$ cat config.mk
export PLATFORM = sky130hd
export DESIGN_NAME = pip_edge
export DESIGN_NICKNAME = d
export VERILOG_FILES = /design/src/hdl/pip_pkg.sv /design/src/hdl/pip_edge.sv
export SDC_FILE = /design/constraint.sdc
export NUM_CORES = 1
export LEC_CHECK = 0
export BUFFER_PORTS_ARGS = -buffer_cell sky130_fd_sc_hd__buf_4
export CAP_MARGIN = 10
export CORE_UTILIZATION = 50
export DETAILED_ROUTE_END_ITERATION = 6
export MAX_ROUTING_LAYER = met4
export PLACE_DENSITY_LB_ADDON = 0.12
export REMOVE_ABC_BUFFERS = 1
export SYNTH_ARGS = -nofsm -noshare
export SYNTH_HDL_FRONTEND = slang
export SYNTH_SLANG_ARGS = --single-unit
$ cat constraint.sdc
create_clock -name clk -period 19.15 [get_ports clk]
set_input_delay 0 -clock clk [delete_from_list [all_inputs] [get_ports clk]]
set_output_delay 0 -clock clk [all_outputs]
set_load 0.05 [all_outputs]
$ cat src/hdl/pip_pkg.sv
package pip_pkg;

	localparam int MAX_VERTICES_DEF = 64;
	localparam int COORD_WIDTH_DEF  = 12;

	// query sequencer
	typedef enum logic [1:0] {
		ST_IDLE,
		ST_WALK,
		ST_WAIT
	} pip_state_t;

	// tag that travels with each corner read
	typedef struct packed {
		logic vld;        // read issued this cycle
		logic load_prev;  // closing vertex: seeds the previous corner
		logic eval;       // read returns the far end of an edge
		logic last;       // final read of the query
	} pip_req_t;

endpackage

$ cat src/hdl/pip_edge.sv
module pip_edge #(
	parameter int COORD_WIDTH = pip_pkg::COORD_WIDTH_DEF
) (
	input  logic                       clk,
	input  logic                       arst_n,
	input  pip_pkg::pip_req_t          req,
	input  logic [2*COORD_WIDTH-1:0]   rd_data,
	input  logic [COORD_WIDTH-1:0]     qx,
	input  logic [COORD_WIDTH-1:0]     qy,
	output logic                       res_vld,
	output logic                       res_inside
);

	import pip_pkg::*;

	localparam int DW = COORD_WIDTH + 1;
	localparam int PW = 2 * DW;

	pip_req_t req_s1;

	logic [COORD_WIDTH-1:0] ex, ey;
	logic [COORD_WIDTH-1:0] sx_q, sy_q;
	logic                   s_above, e_above;
	logic signed [DW-1:0]   d_eq, d_es, d_ys, d_xq;
	logic signed [PW-1:0]   lhs, rhs;

	logic signed [PW-1:0]   lhs_s2, rhs_s2;
	logic                   cross_s2, e_above_s2, last_s2, vld_s2;

	logic                   toggle;
	logic                   inside_q;
	logic                   res_vld_q, res_inside_q;

	// align tag with the memory read data
	always_ff @(posedge clk or negedge arst_n) begin
		if (!arst_n) begin
			req_s1 <= '0;
		end else begin
			req_s1 <= req;
		end
	end

	assign ex = rd_data[2*COORD_WIDTH-1:COORD_WIDTH];
	assign ey = rd_data[COORD_WIDTH-1:0];

	assign s_above = (sy_q >= qy);
	assign e_above = (ey >= qy);

	assign d_eq = $signed({1'b0, ey}) - $signed({1'b0, qy});
	assign d_es = $signed({1'b0, ex}) - $signed({1'b0, sx_q});
	assign d_ys = $signed({1'b0, ey}) - $signed({1'b0, sy_q});
	assign d_xq = $signed({1'b0, ex}) - $signed({1'b0, qx});
	assign lhs  = d_eq * d_es;
	assign rhs  = d_ys * d_xq;

	// previous corner of the walk
	always_ff @(posedge clk) begin
		if (req_s1.vld && (req_s1.load_prev || req_s1.eval)) begin
			sx_q <= ex;
			sy_q <= ey;
		end
	end

	always_ff @(posedge clk) begin
		lhs_s2     <= lhs;
		rhs_s2     <= rhs;
		e_above_s2 <= e_above;
		cross_s2   <= req_s1.eval && (s_above != e_above);
	end

	always_ff @(posedge clk or negedge arst_n) begin
		if (!arst_n) begin
			vld_s2  <= 1'b0;
			last_s2 <= 1'b0;
		end else begin
			vld_s2  <= req_s1.vld;
			last_s2 <= req_s1.vld && req_s1.last;
		end
	end

	// edge toggles when the point sits on the side the edge direction favors
	assign toggle = vld_s2 && cross_s2 && ((lhs_s2 <= rhs_s2) == e_above_s2);

	always_ff @(posedge clk or negedge arst_n) begin
		if (!arst_n) begin
			inside_q     <= 1'b0;
			res_vld_q    <= 1'b0;
			res_inside_q <= 1'b0;
		end else begin
			res_vld_q <= last_s2;
			if (last_s2) begin
				res_inside_q <= inside_q ^ toggle;
				inside_q     <= 1'b0;
			end else if (toggle) begin
				inside_q <= ~inside_q;
			end
		end
	end

	assign res_vld    = res_vld_q;
	assign res_inside = res_inside_q;

endmodule

==> flow_summary.toml <==
[global_route]
grt_start_max_net_pins = 25
antenna_found_initial = 1
grt-ovfl-total = 0
grt_use_met3 = 0.0475
met1_usage = 0.338
top_usage_layer = "met2"
grt_pass1_vias = 13700
grt_use_met2 = 0.425
grt_pass1_wl_um = 70400
grt_usage = 0.259

[die]
io_pins = 56
core_area_um2 = 34700
num_rows = 68
dieArea_um2 = 36200
die_w_um = 190
initial_core_util = 0.511
die_h_um = 190

[logic_synthesis]
synthTopCellsByArea = "fa_1 37%, ha_1 15%, inv_1 9.2%, dfxtp_1 6.1%, nand2_1 4.1%"
ys.flop_type = "dfxtp_1"
synth_top_family_by_area = "adder cells"
synth.avg_cell_area_um2 = 9.18
synth_compound_area_frac = 0.0678
synthSimpleGateAreaFrac = 0.138
mappedNetlistArea_um2 = 17700
ys_ff_latch = 87
ys_warn_count = 0
synth_cell_types = 54
synth_xor_xnor_area_share = 0.0527
syn-instance-count = 1934
synth_area_leader_cell = "fa_1"
muxShareOfSynthArea = 0.00240
yosys.area_share.adder = 0.526
synth_edf_count = 24
postSynth.asyncResetShare = 0.103
yosysTopAreaCellShare = 0.371
ys_seq_area_frac = 0.114

[route]
drt_iter0_markers = 594
vias = 13000
wl_per_cell_um = 17.3
dr.pass1.iters = 5
drcViolationCount = 0
postRouteAntennaNets = 0
wirelength_um = 42800
vias_per_cell = 5.25

[clock_tree]
cts-root-buf = "clkbuf_16"
clk_pin_slew_ns = 0.07
post_cts_buffers = 0
cts_tree = "done"
ctsResizeCount = 0
cts_sinks = 87
hold_buffers = 30
cts_made_buffers = 9
insertion_delay_ns = 0.35
clock_path_buffers = 2
cts_max_level = 3

[sta]
slew_headroom = 0.180
max_freq_mhz = 121
finalSetupViolCount = 0
tns_ns = 0
tightest_slew_ns = 1.23
post-route-min-period_ns = 8.23
hold_viol_final = 0
fin_crit_sh = 0.430
rsz0062_at_grt = "no"
finalMaxSlewViolations = 0
fin_worst_skew_ns = 0.0120

[placed_design]
gp_congestion = 0.938
dp_hpwl_um = 37000
io_buffers = 55

[finish]
mostFrequentLayoutCells = "435 x inv_1, 329 x fa_1, 219 x ha_1"
drive_gt1_frac = 0.0559
final_common_cell = "inv_1"
antenna_cells = 0
num-fill-cells = 3255
syn2layout_area_growth_pct = 8.98
post-route-util = 0.557
nets = 2619

[worst_setup_path]
endpoint_kind = "flop"
reg2reg_depth = 28
crit_top_cell = "fa_1"
critPathMaxStageDelay_ns = 0.60
arrival_ns = 8.50
setup.worst_path.class = "in2reg"
cpMaxStageDelayCell = "fa_1"
cp.required_ns = 19.42
crit_fanout = 14
rrSetupSlack_ns = 11.00
startpoint_type = "input pin"

[hold_path]
holdPathStages = 3
holdCritPathClass = "in2reg"

[run]
max_cap_viol_count = 0

[status]
status = "finished, final reports clean"
-- cell usage after synthesis, types with 2 or more instances --
library cell  instances
inv_1               435
a21oi_2               2
mux2_2                2
mux2i_1               2
or3_1                11
nand2_1             194
and3_1                9
a21boi_0              6
xor2_1               35
nand3b_1              3
a21o_1               23
edfxtp_1             24
a31oi_1               5
buf_2                 2
ha_1                219
nor3b_1               2
dfxtp_1              54
o311a_1               3
clkbuf_1             29
nand2b_1             43
o41ai_1               2
and3b_1               2
a211o_1               2
and2_1               21
o21bai_1             12
nor2b_1              36
a211oi_1             12
o211ai_1              5
xnor2_1              70
o21a_1               10
a21oi_1              57
a41oi_1               3
dfrtp_1               9
buf_1                 3
nor3_1               19
fa_1                329
or2_2                14
nand3_1              15
nor4_1                3
o21ai_0              34
nand4_1              10
nor2_1              149
o2111ai_1             3
-- registers in the layout, indices dropped and copies added (netlist names) --
name	count
lhs_s2	26
inside_q	1
sy_q	12
cross_s2	1
last_s2	1
vld_s2	1
e_above_s2	1
res_inside	1
req_s1	4
rhs_s2	26
sx_q	12
res_vld	1
-- cells by family (layout without fill, tap and decap cells) --
group,count (synthesis),count (layout)
adder cells (fa/ha/maj),548,548
AND/OR/NAND/NOR,532,532
XOR/XNOR,106,106
multiplexers,4,4
AO/OA/AOI/OAI,187,187
buffers and inverters,470,558
flip-flops,87,87
-- stage by stage --
stage          area (um2)  setup slack (ns)  cells  hold WS [ns]
3_5_place_dp        18700             10.80   2430        -0.171
4_1_cts             19300             10.60   2476         0.229
6_report            19300             10.92   2477         0.254
5_1_grt             19300             10.51   2477         0.285
3_3_place_gp        18700             10.86   2430        -0.173
2_1_floorplan       17600             11.75   1899        -0.296
-- per-layer routing --
metal  wire length (um)  share of wire  vias up
met1              19100           0.45     6567
met3               2360          0.055       53
li1                   -              -     6118
met4                752          0.018        0
met5                  0              0        -
met2              20600           0.48      277
-- worst max-delay path: cells and delay by family --
kind,cells,cell delay [ns]
fa+ha+maj,9,3.72
compound gates,13,3.23
buf+inv,5,0.90
simple gates,3,0.47
xor+xnor,1,0.14
-- worst paths after layout --
path | to | startpoint
setup / recovery | rhs_s2[23] | rd_data[0]
hold / removal | lhs_s2[0] | qy[0]
setup reg to reg | rhs_s2[23] | sy_q[0]
hold reg to reg | vld_s2 | req_s1[3]
max in group asynchronous | req_s1[1] | arst_n
min in group asynchronous | res_vld | arst_n
-- cell type report --
type                            instances  area (um2)  area share
Clock inverter                          7        61.3     0.00317
Tap cell                              455         569      0.0294
Clock buffer                            9         225      0.0116
Inverter                              435        1630      0.0844
Sequential cell                        87        2030       0.105
Timing Repair Buffer                  107         876      0.0453
Multi-Input combinational cell       1377       13900       0.721
Power is not shown: default switching activity piles up to over one toggle a cycle in this logic, so the estimate is an artifact.
